File: src/sv/sst_pkg.sv
// Shared types and constants for the strongest source tracker.
package sst_pkg;

   localparam int TABLE_ENTRIES = 16;
   localparam int ADDRESS_BYTES = 6;
   localparam int QUEUE_DEPTH   = 2;

   localparam int IDX_W  = (TABLE_ENTRIES > 1) ? $clog2(TABLE_ENTRIES) : 1;
   localparam int CNT_W  = $clog2(TABLE_ENTRIES + 1);
   localparam int LEAVES = 1 << IDX_W;
   localparam int QPTR_W = (QUEUE_DEPTH > 1) ? $clog2(QUEUE_DEPTH) : 1;
   localparam int QCNT_W = $clog2(QUEUE_DEPTH + 1);
   localparam int ADDR_W = 8 * ADDRESS_BYTES;

   // Keep only the low address bytes of the 48-bit field
   localparam logic [47:0] ADDR_MASK = (ADDR_W >= 48) ? 48'hFFFF_FFFF_FFFF :
                                       ((48'd1 << ADDR_W) - 48'd1);

   localparam logic [7:0] ADVERT_TYPE = 8'h00;

   typedef logic [IDX_W-1:0]  idx_type;
   typedef logic [CNT_W-1:0]  cnt_type;
   typedef logic [QPTR_W-1:0] qptr_type;
   typedef logic [QCNT_W-1:0] qcnt_type;

   typedef enum logic [1:0] {
      ST_UPDATED  = 2'd0,
      ST_INSERTED = 2'd1,
      ST_DROPPED  = 2'd2,
      ST_IGNORED  = 2'd3
   } status_type;

   typedef struct packed {
      logic [7:0]  packet_type;
      logic [47:0] source_address;
      logic [7:0]  signal_strength;
   } req_type;

   typedef struct packed {
      status_type  status;
      logic [3:0]  entry_slot;
      logic [4:0]  entries_used;
      logic        best_found;
      logic [47:0] best_address;
      logic [7:0]  best_strength;
   } rsp_type;

   // Classified request handed from the front to the back
   typedef struct packed {
      logic        advert;
      logic [47:0] address;
      logic [7:0]  strength;
   } cmd_type;

endpackage

File: src/sv/strongest_source_tracker.sv
// Top level of the strongest source tracker.
// Each advertisement request (packet type 0) looks up its source address in a
// table of up to 16 sources, overwrites the stored strength on a match or
// appends the source, or drops it when the table is full; other packet types
// leave the table alone. Every request yields one response with the outcome
// and the strongest stored source (lowest slot on ties, zero strength never
// wins). A request is held in the input register, passes a two-entry command
// queue, and is then handled by the table sequencer (fetch, match and write,
// maximum search), which takes a new request only when it is through with the
// last one. The response register lets the next request be fetched and
// matched while a response waits to be popped; its report waits for the pop.
module strongest_source_tracker (
   input  logic             clock,
   input  logic             reset,
   input  logic             req_push,
   output logic             req_full,
   input  sst_pkg::req_type req_data,
   output logic             rsp_empty,
   input  logic             rsp_pop,
   output sst_pkg::rsp_type rsp_data
);

   logic             f_push, q_full, q_empty, q_pop;
   sst_pkg::cmd_type f_data, q_data;

   sst_front u_front (
      .clock    (clock),
      .reset    (reset),
      .req_push (req_push),
      .req_full (req_full),
      .req_data (req_data),
      .q_push   (f_push),
      .q_full   (q_full),
      .q_data   (f_data)
   );

   sst_queue u_queue (
      .clock    (clock),
      .reset    (reset),
      .push     (f_push),
      .full     (q_full),
      .data_in  (f_data),
      .pop      (q_pop),
      .empty    (q_empty),
      .data_out (q_data)
   );

   sst_back u_back (
      .clock     (clock),
      .reset     (reset),
      .q_empty   (q_empty),
      .q_pop     (q_pop),
      .q_data    (q_data),
      .rsp_pop   (rsp_pop),
      .rsp_empty (rsp_empty),
      .rsp_data  (rsp_data)
   );

endmodule

File: src/sv/sst_front.sv
// Input register that accepts requests and classifies them into commands.
module sst_front (
   input  logic            clock,
   input  logic            reset,
   input  logic            req_push,
   output logic            req_full,
   input  sst_pkg::req_type req_data,
   output logic            q_push,
   input  logic            q_full,
   output sst_pkg::cmd_type q_data
);

   logic             valid_ff, valid_in;
   sst_pkg::cmd_type cmd_ff, cmd_in;
   logic             accept;

   // Stall only while the held command cannot enter the queue
   assign req_full = valid_ff && q_full;
   assign accept   = req_push && !req_full;
   assign q_push   = valid_ff;
   assign q_data   = cmd_ff;

   // Classify the request and mask the address
   always_comb begin
      valid_in = accept || (valid_ff && q_full);
      cmd_in   = cmd_ff;
      if (accept) begin
         cmd_in.advert   = (req_data.packet_type == sst_pkg::ADVERT_TYPE);
         cmd_in.address  = req_data.source_address & sst_pkg::ADDR_MASK;
         cmd_in.strength = req_data.signal_strength;
      end
   end

   always_ff @(posedge clock) begin
      if (reset) begin
         valid_ff <= 1'b0;
      end else begin
         valid_ff <= valid_in;
      end
      cmd_ff <= cmd_in;
   end

endmodule

File: src/sv/sst_queue.sv
// Short command queue between the front and the back.
module sst_queue (
   input  logic             clock,
   input  logic             reset,
   input  logic             push,
   output logic             full,
   input  sst_pkg::cmd_type data_in,
   input  logic             pop,
   output logic             empty,
   output sst_pkg::cmd_type data_out
);

   sst_pkg::cmd_type  slot_ff [sst_pkg::QUEUE_DEPTH];
   sst_pkg::qptr_type wr_ptr_ff, wr_ptr_in;
   sst_pkg::qptr_type rd_ptr_ff, rd_ptr_in;
   sst_pkg::qcnt_type count_ff, count_in;
   logic              do_push, do_pop;

   assign full     = (count_ff == sst_pkg::qcnt_type'(sst_pkg::QUEUE_DEPTH));
   assign empty    = (count_ff == '0);
   assign do_push  = push && !full;
   assign do_pop   = pop && !empty;
   assign data_out = slot_ff[rd_ptr_ff];

   // Advance the pointers with wrap at the queue depth
   always_comb begin
      wr_ptr_in = wr_ptr_ff;
      rd_ptr_in = rd_ptr_ff;
      count_in  = count_ff;
      if (do_push) begin
         wr_ptr_in = (wr_ptr_ff == sst_pkg::qptr_type'(sst_pkg::QUEUE_DEPTH - 1)) ?
                     '0 : wr_ptr_ff + 1'b1;
      end
      if (do_pop) begin
         rd_ptr_in = (rd_ptr_ff == sst_pkg::qptr_type'(sst_pkg::QUEUE_DEPTH - 1)) ?
                     '0 : rd_ptr_ff + 1'b1;
      end
      if (do_push && !do_pop) begin
         count_in = count_ff + 1'b1;
      end else if (do_pop && !do_push) begin
         count_in = count_ff - 1'b1;
      end
   end

   always_ff @(posedge clock) begin
      if (reset) begin
         wr_ptr_ff <= '0;
         rd_ptr_ff <= '0;
         count_ff  <= '0;
      end else begin
         wr_ptr_ff <= wr_ptr_in;
         rd_ptr_ff <= rd_ptr_in;
         count_ff  <= count_in;
      end
      if (do_push) begin
         slot_ff[wr_ptr_ff] <= data_in;
      end
   end

endmodule

File: src/sv/sst_back.sv
// Source table with parallel address match, update and strongest-entry search.
module sst_back (
   input  logic             clock,
   input  logic             reset,
   input  logic             q_empty,
   output logic             q_pop,
   input  sst_pkg::cmd_type q_data,
   input  logic             rsp_pop,
   output logic             rsp_empty,
   output sst_pkg::rsp_type rsp_data
);

   typedef enum logic [1:0] {
      B_IDLE,
      B_MATCH,
      B_BEST
   } state_type;

   typedef struct packed {
      logic [7:0]  strength;
      logic [47:0] address;
   } cand_type;

   state_type            state_ff, state_in;
   sst_pkg::cmd_type     cmd_ff, cmd_in;
   sst_pkg::status_type  status_ff, status_in;
   sst_pkg::idx_type     slot_ff, slot_in;
   sst_pkg::cnt_type     count_ff, count_in;
   logic                 out_valid_ff, out_valid_in;
   sst_pkg::rsp_type     out_ff, out_in;

   logic [47:0]          addr_ff [sst_pkg::TABLE_ENTRIES];
   logic [7:0]           str_ff  [sst_pkg::TABLE_ENTRIES];

   logic [sst_pkg::TABLE_ENTRIES-1:0] match;
   logic                 hit;
   sst_pkg::idx_type     hit_idx;
   logic                 wr_en;
   logic                 wr_new;
   sst_pkg::idx_type     wr_idx;
   cand_type             node [2*sst_pkg::LEAVES];
   logic                 out_free;

   assign rsp_empty = !out_valid_ff;
   assign rsp_data  = out_ff;
   assign out_free  = !out_valid_ff || rsp_pop;
   assign q_pop     = (state_ff == B_IDLE) && !q_empty;

   // Compare the address against every valid entry
   always_comb begin
      for (int i = 0; i < sst_pkg::TABLE_ENTRIES; i++) begin
         match[i] = (sst_pkg::cnt_type'(i) < count_ff) && (addr_ff[i] == cmd_ff.address);
      end
   end

   // Pick the lowest matching slot
   always_comb begin
      hit     = 1'b0;
      hit_idx = '0;
      for (int i = sst_pkg::TABLE_ENTRIES - 1; i >= 0; i--) begin
         if (match[i]) begin
            hit     = 1'b1;
            hit_idx = sst_pkg::idx_type'(i);
         end
      end
   end

   // Maximum tree: invalid entries count as zero, ties keep the left side
   always_comb begin
      for (int j = 0; j < sst_pkg::LEAVES; j++) begin
         if (j < sst_pkg::TABLE_ENTRIES && sst_pkg::cnt_type'(j) < count_ff) begin
            node[sst_pkg::LEAVES + j].strength = str_ff[j];
            node[sst_pkg::LEAVES + j].address  = addr_ff[j];
         end else begin
            node[sst_pkg::LEAVES + j] = '0;
         end
      end
      node[0] = '0;
      for (int n = sst_pkg::LEAVES - 1; n >= 1; n--) begin
         node[n] = (node[2*n+1].strength > node[2*n].strength) ? node[2*n+1] : node[2*n];
      end
   end

   // Sequence one command: fetch, match and write, then report the best entry
   always_comb begin
      state_in     = state_ff;
      cmd_in       = cmd_ff;
      status_in    = status_ff;
      slot_in      = slot_ff;
      count_in     = count_ff;
      out_valid_in = out_valid_ff && !rsp_pop;
      out_in       = out_ff;
      wr_en        = 1'b0;
      wr_new       = 1'b0;
      wr_idx       = '0;
      unique case (state_ff)
         B_IDLE: begin
            if (!q_empty) begin
               cmd_in   = q_data;
               state_in = B_MATCH;
            end
         end
         B_MATCH: begin
            slot_in = '0;
            if (!cmd_ff.advert) begin
               status_in = sst_pkg::ST_IGNORED;
            end else if (hit) begin
               status_in = sst_pkg::ST_UPDATED;
               slot_in   = hit_idx;
               wr_en     = 1'b1;
               wr_idx    = hit_idx;
            end else if (count_ff < sst_pkg::cnt_type'(sst_pkg::TABLE_ENTRIES)) begin
               status_in = sst_pkg::ST_INSERTED;
               slot_in   = count_ff[sst_pkg::IDX_W-1:0];
               wr_en     = 1'b1;
               wr_new    = 1'b1;
               wr_idx    = count_ff[sst_pkg::IDX_W-1:0];
               count_in  = count_ff + 1'b1;
            end else begin
               status_in = sst_pkg::ST_DROPPED;
            end
            state_in = B_BEST;
         end
         B_BEST: begin
            if (out_free) begin
               out_valid_in         = 1'b1;
               out_in.status        = status_ff;
               out_in.entry_slot    = 4'(slot_ff);
               out_in.entries_used  = 5'(count_ff);
               out_in.best_found    = (node[1].strength != 8'd0);
               out_in.best_address  = (node[1].strength != 8'd0) ? node[1].address : 48'd0;
               out_in.best_strength = node[1].strength;
               state_in             = B_IDLE;
            end
         end
         default: state_in = B_IDLE;
      endcase
   end

   always_ff @(posedge clock) begin
      if (reset) begin
         state_ff     <= B_IDLE;
         count_ff     <= '0;
         out_valid_ff <= 1'b0;
      end else begin
         state_ff     <= state_in;
         count_ff     <= count_in;
         out_valid_ff <= out_valid_in;
      end
      cmd_ff    <= cmd_in;
      status_ff <= status_in;
      slot_ff   <= slot_in;
      out_ff    <= out_in;
      if (wr_en) begin
         str_ff[wr_idx] <= cmd_ff.strength;
      end
      if (wr_new) begin
         addr_ff[wr_idx] <= cmd_ff.address;
      end
   end

   // The fill count never passes the table size
   a_count_bound: assert property (@(posedge clock) disable iff (reset)
      count_ff <= sst_pkg::cnt_type'(sst_pkg::TABLE_ENTRIES))
      else $error("table fill count above table size");

   // An ignored command leaves the fill count alone
   a_ignored_keeps_count: assert property (@(posedge clock) disable iff (reset)
      (state_ff == B_MATCH && !cmd_ff.advert) |=> count_ff == $past(count_ff))
      else $error("ignored request changed the fill count");

   // A waiting result holds the sequencer in the search state
   a_best_waits: assert property (@(posedge clock) disable iff (reset)
      (state_ff == B_BEST && out_valid_ff && !rsp_pop) |=> state_ff == B_BEST)
      else $error("result overwritten while still waiting");

   // A result without a best entry reports zero strength
   a_best_consistent: assert property (@(posedge clock) disable iff (reset)
      (out_valid_ff && !out_ff.best_found) |-> out_ff.best_strength == 8'd0)
      else $error("best strength set without a best entry");

endmodule
File: config.mk
export PLATFORM = sky130hd
export DESIGN_NAME = strongest_source_tracker
export DESIGN_NICKNAME = d
export VERILOG_FILES = /design/src/sv/sst_pkg.sv /design/src/sv/strongest_source_tracker.sv /design/src/sv/sst_front.sv /design/src/sv/sst_queue.sv /design/src/sv/sst_back.sv
export SDC_FILE = /design/constraint.sdc
export NUM_CORES = 2
export LEC_CHECK = 0
export BUFFER_PORTS_ARGS = -buffer_cell sky130_fd_sc_hd__buf_2
export CORE_ASPECT_RATIO = 1.4
export CORE_MARGIN = 1
export CORE_UTILIZATION = 46
export DETAILED_ROUTE_END_ITERATION = 10
export SYNTH_ARGS = -nofsm -noshare
export SYNTH_HDL_FRONTEND = slang
export SYNTH_SLANG_ARGS = --single-unit
File: constraint.sdc
create_clock -name clock -period 10.7 [get_ports clock]
set_clock_uncertainty 0.2 [all_clocks]
set_input_delay 1.605 -clock clock [delete_from_list [all_inputs] [get_ports clock]]
set_output_delay 1.605 -clock clock [all_outputs]
set_load 0.005 [all_outputs]
Word-level counts from Yosys, hierarchy flattened
Memories as Yosys holds them, arrays and structs flattened. A register that Yosys moved wholly into a read port is not among the register bits.
Index checks and enable logic that the tools add are counted.
Storage, ports and cells
  bits in registers: 144
  memory bits (writable): 1010
  bits of input ports: 68
  output and inout bits: 70
  word-level logic and storage cells: 214
  memories kept: 3
Cells by class
  add/sub/neg operators: 5
  magnitude comparators: 32
  equality and inequality tests: 21
  mux-type cells: 91
  bitwise logic cells: 2
  reduce and logical (&&, ||, !) cells: 42
Memory list
  u_back.addr_ff: depth 16, bits a word 48, rd ports 16, clocked after memory_dff 0, wr ports 1, line sst_back.sv:32  | logic [47:0] addr_ff [sst_pkg::TABLE_ENTRIES];
  u_back.str_ff: depth 16, bits a word 8, rd ports 16, clocked after memory_dff 0, wr ports 1, line sst_back.sv:33  | logic [7:0] str_ff [sst_pkg::TABLE_ENTRIES];
  u_queue.slot_ff: depth 2, bits a word 57, rd ports 1, clocked after memory_dff 1, wr ports 1, line sst_queue.sv:13  | sst_pkg::cmd_type slot_ff [sst_pkg::QUEUE_DEPTH];
Operators by type and width (number)
  $mux 56: 31
  $eq 48x48->1: 16
  $gt 8x8->1: 15
  $mux 4: 20
  $lt 4x5->1 const A: 8
  $mux 1: 33
  $logic_and 1x1->1: 24
  $lt 3x5->1 const A: 4
  $mux 2: 6
  $lt 1x5->1 const A: 2
  $lt 2x5->1 const A: 2
  $logic_not 8->1: 1
  $reduce_bool 8->1: 1
  $logic_not 1->1: 7
  $pmux 2 s3: 1
  $reduce_and 2->1: 3
  $add 5x1->5 const B: 1
  $lt 5x5->1 const B: 1
  $eq 2x2->1 const B: 2
  $logic_not 2->1: 2
  $reduce_and 4->1: 1
  $add 1x1->1 const B: 2
  $add 2x1->2 const B: 1
  $eq 2x1->1 const B: 1
  other kinds (6): 8

Longest topological paths before layout
An unclocked memory read counts as a cell.
  word-level depth: 24
  mapped depth: 53
  gate-level depth less buffers: 47

By module
From an unflattened synthesis, not the netlist that was laid out.
Second synthesis, totals
  cell total of the unflattened synthesis: 4461
  area, all modules: 58605.0 µm²
Modules (own cells, without submodules)
  sst_back: instances 1, cells each 4194, area an instance 52499.1 µm², sequential area each 30999.7 µm²
  sst_queue: instances 1, cells each 202, area an instance 4334.2 µm², sequential area each 3523.4 µm²
  sst_front: instances 1, cells each 65, area an instance 1771.7 µm², sequential area each 1731.7 µm²

Worst setup path after synthesis
OpenSTA, ideal clock, no wires.
  path type: register -> register
  start: reg u_back.count_ff[4]
  end: reg u_back.out_ff, in the netlist u_back.rsp_data[34], data pin
  setup time: 0.150 ns
  data arrival time: 8.938 ns
  data required time: 10.350 ns
  path slack: 1.412 ns
  stages on the path, launching flop included: 48
  buffers on the path: 7
  clock period less this slack: 9.288 ns
  cells stage by stage: dfxtp_1 > clkbuf_1 > or3_1 > clkbuf_1 > nand2_1 > inv_1 > ha_1 > nor2b_1 > o21a_1 > o21a_1 > o21a_1 > o21a_1 > o21ai_1 > mux2i_1 > ha_1 > o21a_1 > o21a_1 > o21ai_1 > (+12 left out) > nand4_1 > mux2i_1 > ha_1 > o21a_1 > o21a_1 > o21ai_0 > a21oi_1 > a211oi_1 > a21oi_1 > inv_1 > clkbuf_1 > mux2i_4 > nor3_1 > and3_1 > buf_2 > buf_6 > buf_6 > nor3_2
RTL lines
  from (decl): line sst_back.sv:28  | sst_pkg::cnt_type count_ff, count_in;
  from (signal assigned): line sst_back.sv:147  | count_ff <= count_in;
  to (signal assigned): line sst_back.sv:153  | out_ff <= out_in;
  to (decl): line sst_back.sv:30  | sst_pkg::rsp_type out_ff, out_in;

Worst setup path after layout
  start: reg u_back.count_ff[4]
  end: reg u_back.out_ff, in the netlist u_back.rsp_data[31], data pin
On the way
  word-level cells in the longest chain between the ends: 11
  elaborated cells between the ends (all ways): 63
  classes of those cells: order compare: 31; mux: 31; reduce/logical: 1
RTL lines
  $lt 4x5->1, or another cell as far along: line sst_back.sv:71  | if (j < sst_pkg::TABLE_ENTRIES && sst_pkg::cnt_type'(j) < count_ff) begin
  $mux 56: line sst_back.sv:71
  $gt 8x8->1: line sst_back.sv:80  | node[n] = (node[2*n+1].strength > node[2*n].strength) ? node[2*n+1] : node[2*n];
  $mux 56: line sst_back.sv:80
  $gt 8x8->1: line sst_back.sv:80
  $mux 56: line sst_back.sv:80
  $gt 8x8->1: line sst_back.sv:80
  $mux 56: line sst_back.sv:80
  $gt 8x8->1: line sst_back.sv:80
  $mux 56 (*): line sst_back.sv:80
  $reduce_bool 8->1: line sst_back.sv:131  | out_in.best_address = (node[1].strength != 8'd0) ? node[1].address : 48'd0;
Mark *: on every way between the ends. The rest lies on a longest branch, timed or not.
A chain may end at the register's enable or synchronous reset.

==> results.md <==
- Num rows: 154
- Area of the multi-input gates: 20800 um2
- Setup CP Type: flop to flop
- RSZ-0062 raised after global routing: no
- Vias per cell: 6.45
- Yosys warns: 0
- Final Cell Area: 65600 um2
- DRC: 0
- Routed Wire Length: 216000 um
- CP endpoint kind: flop
- Clock root buffer: clkbuf_16
- Met2 global-route usage: 0.534
- Syn_nets: 4583
- CTS clock-pin slew for the worst setup and hold paths: 0.07 ns
- DRT Pass-1 Iters: 6
- Routed WL per cell: 34.5 um
- Pin count of the biggest net entering global routing: 74
- Cts bufs inserted: 119
- Slowest stage delay, CP: 0.60 ns
- Fill count: 10800
- Max cap viols: 0
- Placed inst area: 61400 um2
- Initial Util: 0.463
- # H-tree levels: 3
- Port bufs: 137
- Register area: 36200 um2
- CP Launch Type: flop
- Post-synth top area share: 0.617
- Chip width: 303 um
- Fin crit period: 10.02 ns
- Die area: 128000 um2
- Commonest non-fill, non-tap cell in the layout: edfxtp_1
- Final period util: 0.937
- Placed cells: 6037
- Most frequent cells in the layout: 1198 x edfxtp_1, 446 x xor2_1, 312 x xnor2_1, 292 x a221oi_1, 192 x nor3_1
- Synthesized flop and latch total: 1211
- Sequential area share after synthesis: 0.622
- Final Power: 0.0190 W
- Crit path buf inv count: 5
- Distinct cell type count after synthesis: 77
- Total Routing Usage GR: 0.334
- First-pass GRT wire length: 298000 um
- Slew Limit Headroom: 0.0883
- Crit Path Max Fanout: 58
- Measured slew at the worst slew-check pin: 1.36 ns
- Clk buf depth: 3
- Setup tns final: 0 ns
- Detailed-route via count: 40400
- Fraction of registers with async set/reset: 0
- # clock sinks: 1211
- Core Region: 126000 um2
- Mapped Avg Cell Area: 13.2 um2
- CTS tree: done
- Crit path max-delay family: compound AO/OA/AOI/OAI gates
- Run status: complete, no violations
- Number of global-route vias before repair: 39400
- Post-route ant nets: 0
- M1 GR Usage: 0.392
- CP required: 11.11 ns
- Layout cells sized above 1: 0.143
- Synth Cell Area: 58300 um2
- Die height: 423 um
- Final net count: 4707
- Drt first-iter violations: 5528
- Area contributors post-synth: edfxtp_1 62%, xor2_1 6.7%, xnor2_1 4.7%, a221oi_1 4.4%, ha_1 2.5%
- Cells after Synth: 4399
- Initial antenna violation count: 13
- I/O pin count: 138
- Slew Viols, Final: 0
- Final Hold Fails: 0
- Fmax: 99.8 MHz
- Worst R2R Setup Slack: 0.68 ns
- Peak VDD IR: 0.436 mV
- Met3 Use GR: 0.0544
- GR peak layer: met2
- Crit-path slowest cell: o21ai_0
- Final setup fails: 0
- Ys flop type: edfxtp_1
- Detailed Place HPWL: 150000 um
- Cell Count, Final, Fillers Out: 6266
- Dominant cell type by area after synthesis: edfxtp_1
- Pwr Density: 290 nW/um2
- GPL Wtd Cong: 0.987
- Syn-to-layout area delta: 12.5%
- Data arrival time of the worst path: 10.43 ns
- EDFF count, synth: 1198
- Min-delay worst type: flop to flop
- Clk_lat worst skew: 0.80 ns
- Pleak: 22.0 nW
- Hold_ws: 0.220 ns
- Total gr overflow: 0
path summary, 6_finish.rpt:
path,from,end,depth (start not counted)
max,u_back.count_ff[4],u_back.rsp_data[31],39
min,u_back.status_ff[0],u_back.rsp_data[66],0
max reg2reg,u_back.count_ff[4],u_back.rsp_data[31],39
min reg2reg,u_back.status_ff[0],u_back.rsp_data[66],0
layer usage:
metal	routed length, um	part of all wire
met1	76300	0.35
met2	102000	0.47
met3	16500	0.076
met4	21600	0.10
met5	71	0.00033
layout make-up:
class,count,area share
flip-flops and latches,1211,0.553
multi-input cells,2767,0.317
clock buffers,142,0.0481
well taps,1638,0.0313
repair buffers,305,0.0301
clock inverters,83,0.0143
inverters,119,0.00681
diodes,1,0.0000382
per-stage QoR:
step	utilization	setup slack [ns]
6_report	0.521	0.678
5_1_grt	0.521	0.0109
4_1_cts	0.520	0.315
3_5_place_dp	0.488	0.419
3_3_place_gp	0.488	0.574
2_1_floorplan	-	1.41
timing repair:
item	CTS	global route
endpoints found under the setup margin	0	49
buffers inserted	0	3
hold buffers	0	0
resized for setup	0	21
worst register-to-register path: cells and delay by family (launching register included):
kind | cells | cell delay [ns]
AOI/OAI and AO/OA | 20 | 4.75
and+or+nand+nor | 8 | 1.47
buffers and inverters | 5 | 1.23
adders and majority gates | 4 | 1.22
muxes | 2 | 0.61
DFF | 1 | 0.36
kinds of logic (layout without fill, tap and decap cells):
kind of cell,count (synthesis),after routing,synth area share
DFF,1211,1211,0.622
and+or+nand+nor,970,970,0.0873
AOI/OAI and AO/OA,813,813,0.103
xor gates and xnor gates,758,758,0.114
buffers and inverters,421,649,0.0281
adders and majority gates,118,118,0.0252
muxes,108,108,0.0205
other,0,1,0
registers in the layout, summed over array words and instances, names as in the netlist:
| register | count |
|---|---|
| u_back.status_ff | 2 |
| u_back.addr_ff | 768 |
| u_back.slot_ff | 4 |
| u_queue.count_ff | 2 |
| u_queue.slot_ff | 114 |
| u_back.state_ff | 2 |
| u_back.str_ff | 128 |
| u_back.cmd_ff | 57 |
| u_back.out_valid_ff | 1 |
| u_front.q_push | 1 |
| u_back.count_ff | 5 |
| u_queue.wr_ptr_ff | 1 |
| u_front.q_data | 57 |
| u_back.rsp_data | 68 |
| u_queue.rd_ptr_ff | 1 |
cells in the mapped netlist (23+ instances only):
master,count
mux2i_1,32
inv_1,118
nand2b_1,23
nor4_1,131
buf_1,29
ha_1,116
nand4_1,115
a31oi_1,54
a211oi_1,112
xnor2_1,312
o21ai_0,69
a22oi_1,52
clkbuf_1,256
and3_1,64
xor2_1,446
a21oi_1,117
a221oi_1,292
edfxtp_1,1198
nor3_1,192
nand2_1,188
and2_1,34
nand3_1,41
mux2_2,73
nor2b_1,23
nor2_1,116
a21o_1,31
report_power, final:
part | switching, W | total [W] | internal (W) | leakage (nW)
Clock | 0.00195 | 0.00443 | 0.00248 | 1.98
Combinational | 0.00577 | 0.00810 | 0.00233 | 9.07
Sequential | 0.000324 | 0.00649 | 0.00617 | 11.0
Total | 0.00804 | 0.0190 | 0.0110 | 22.0
Power figures use the tool's default switching activity.
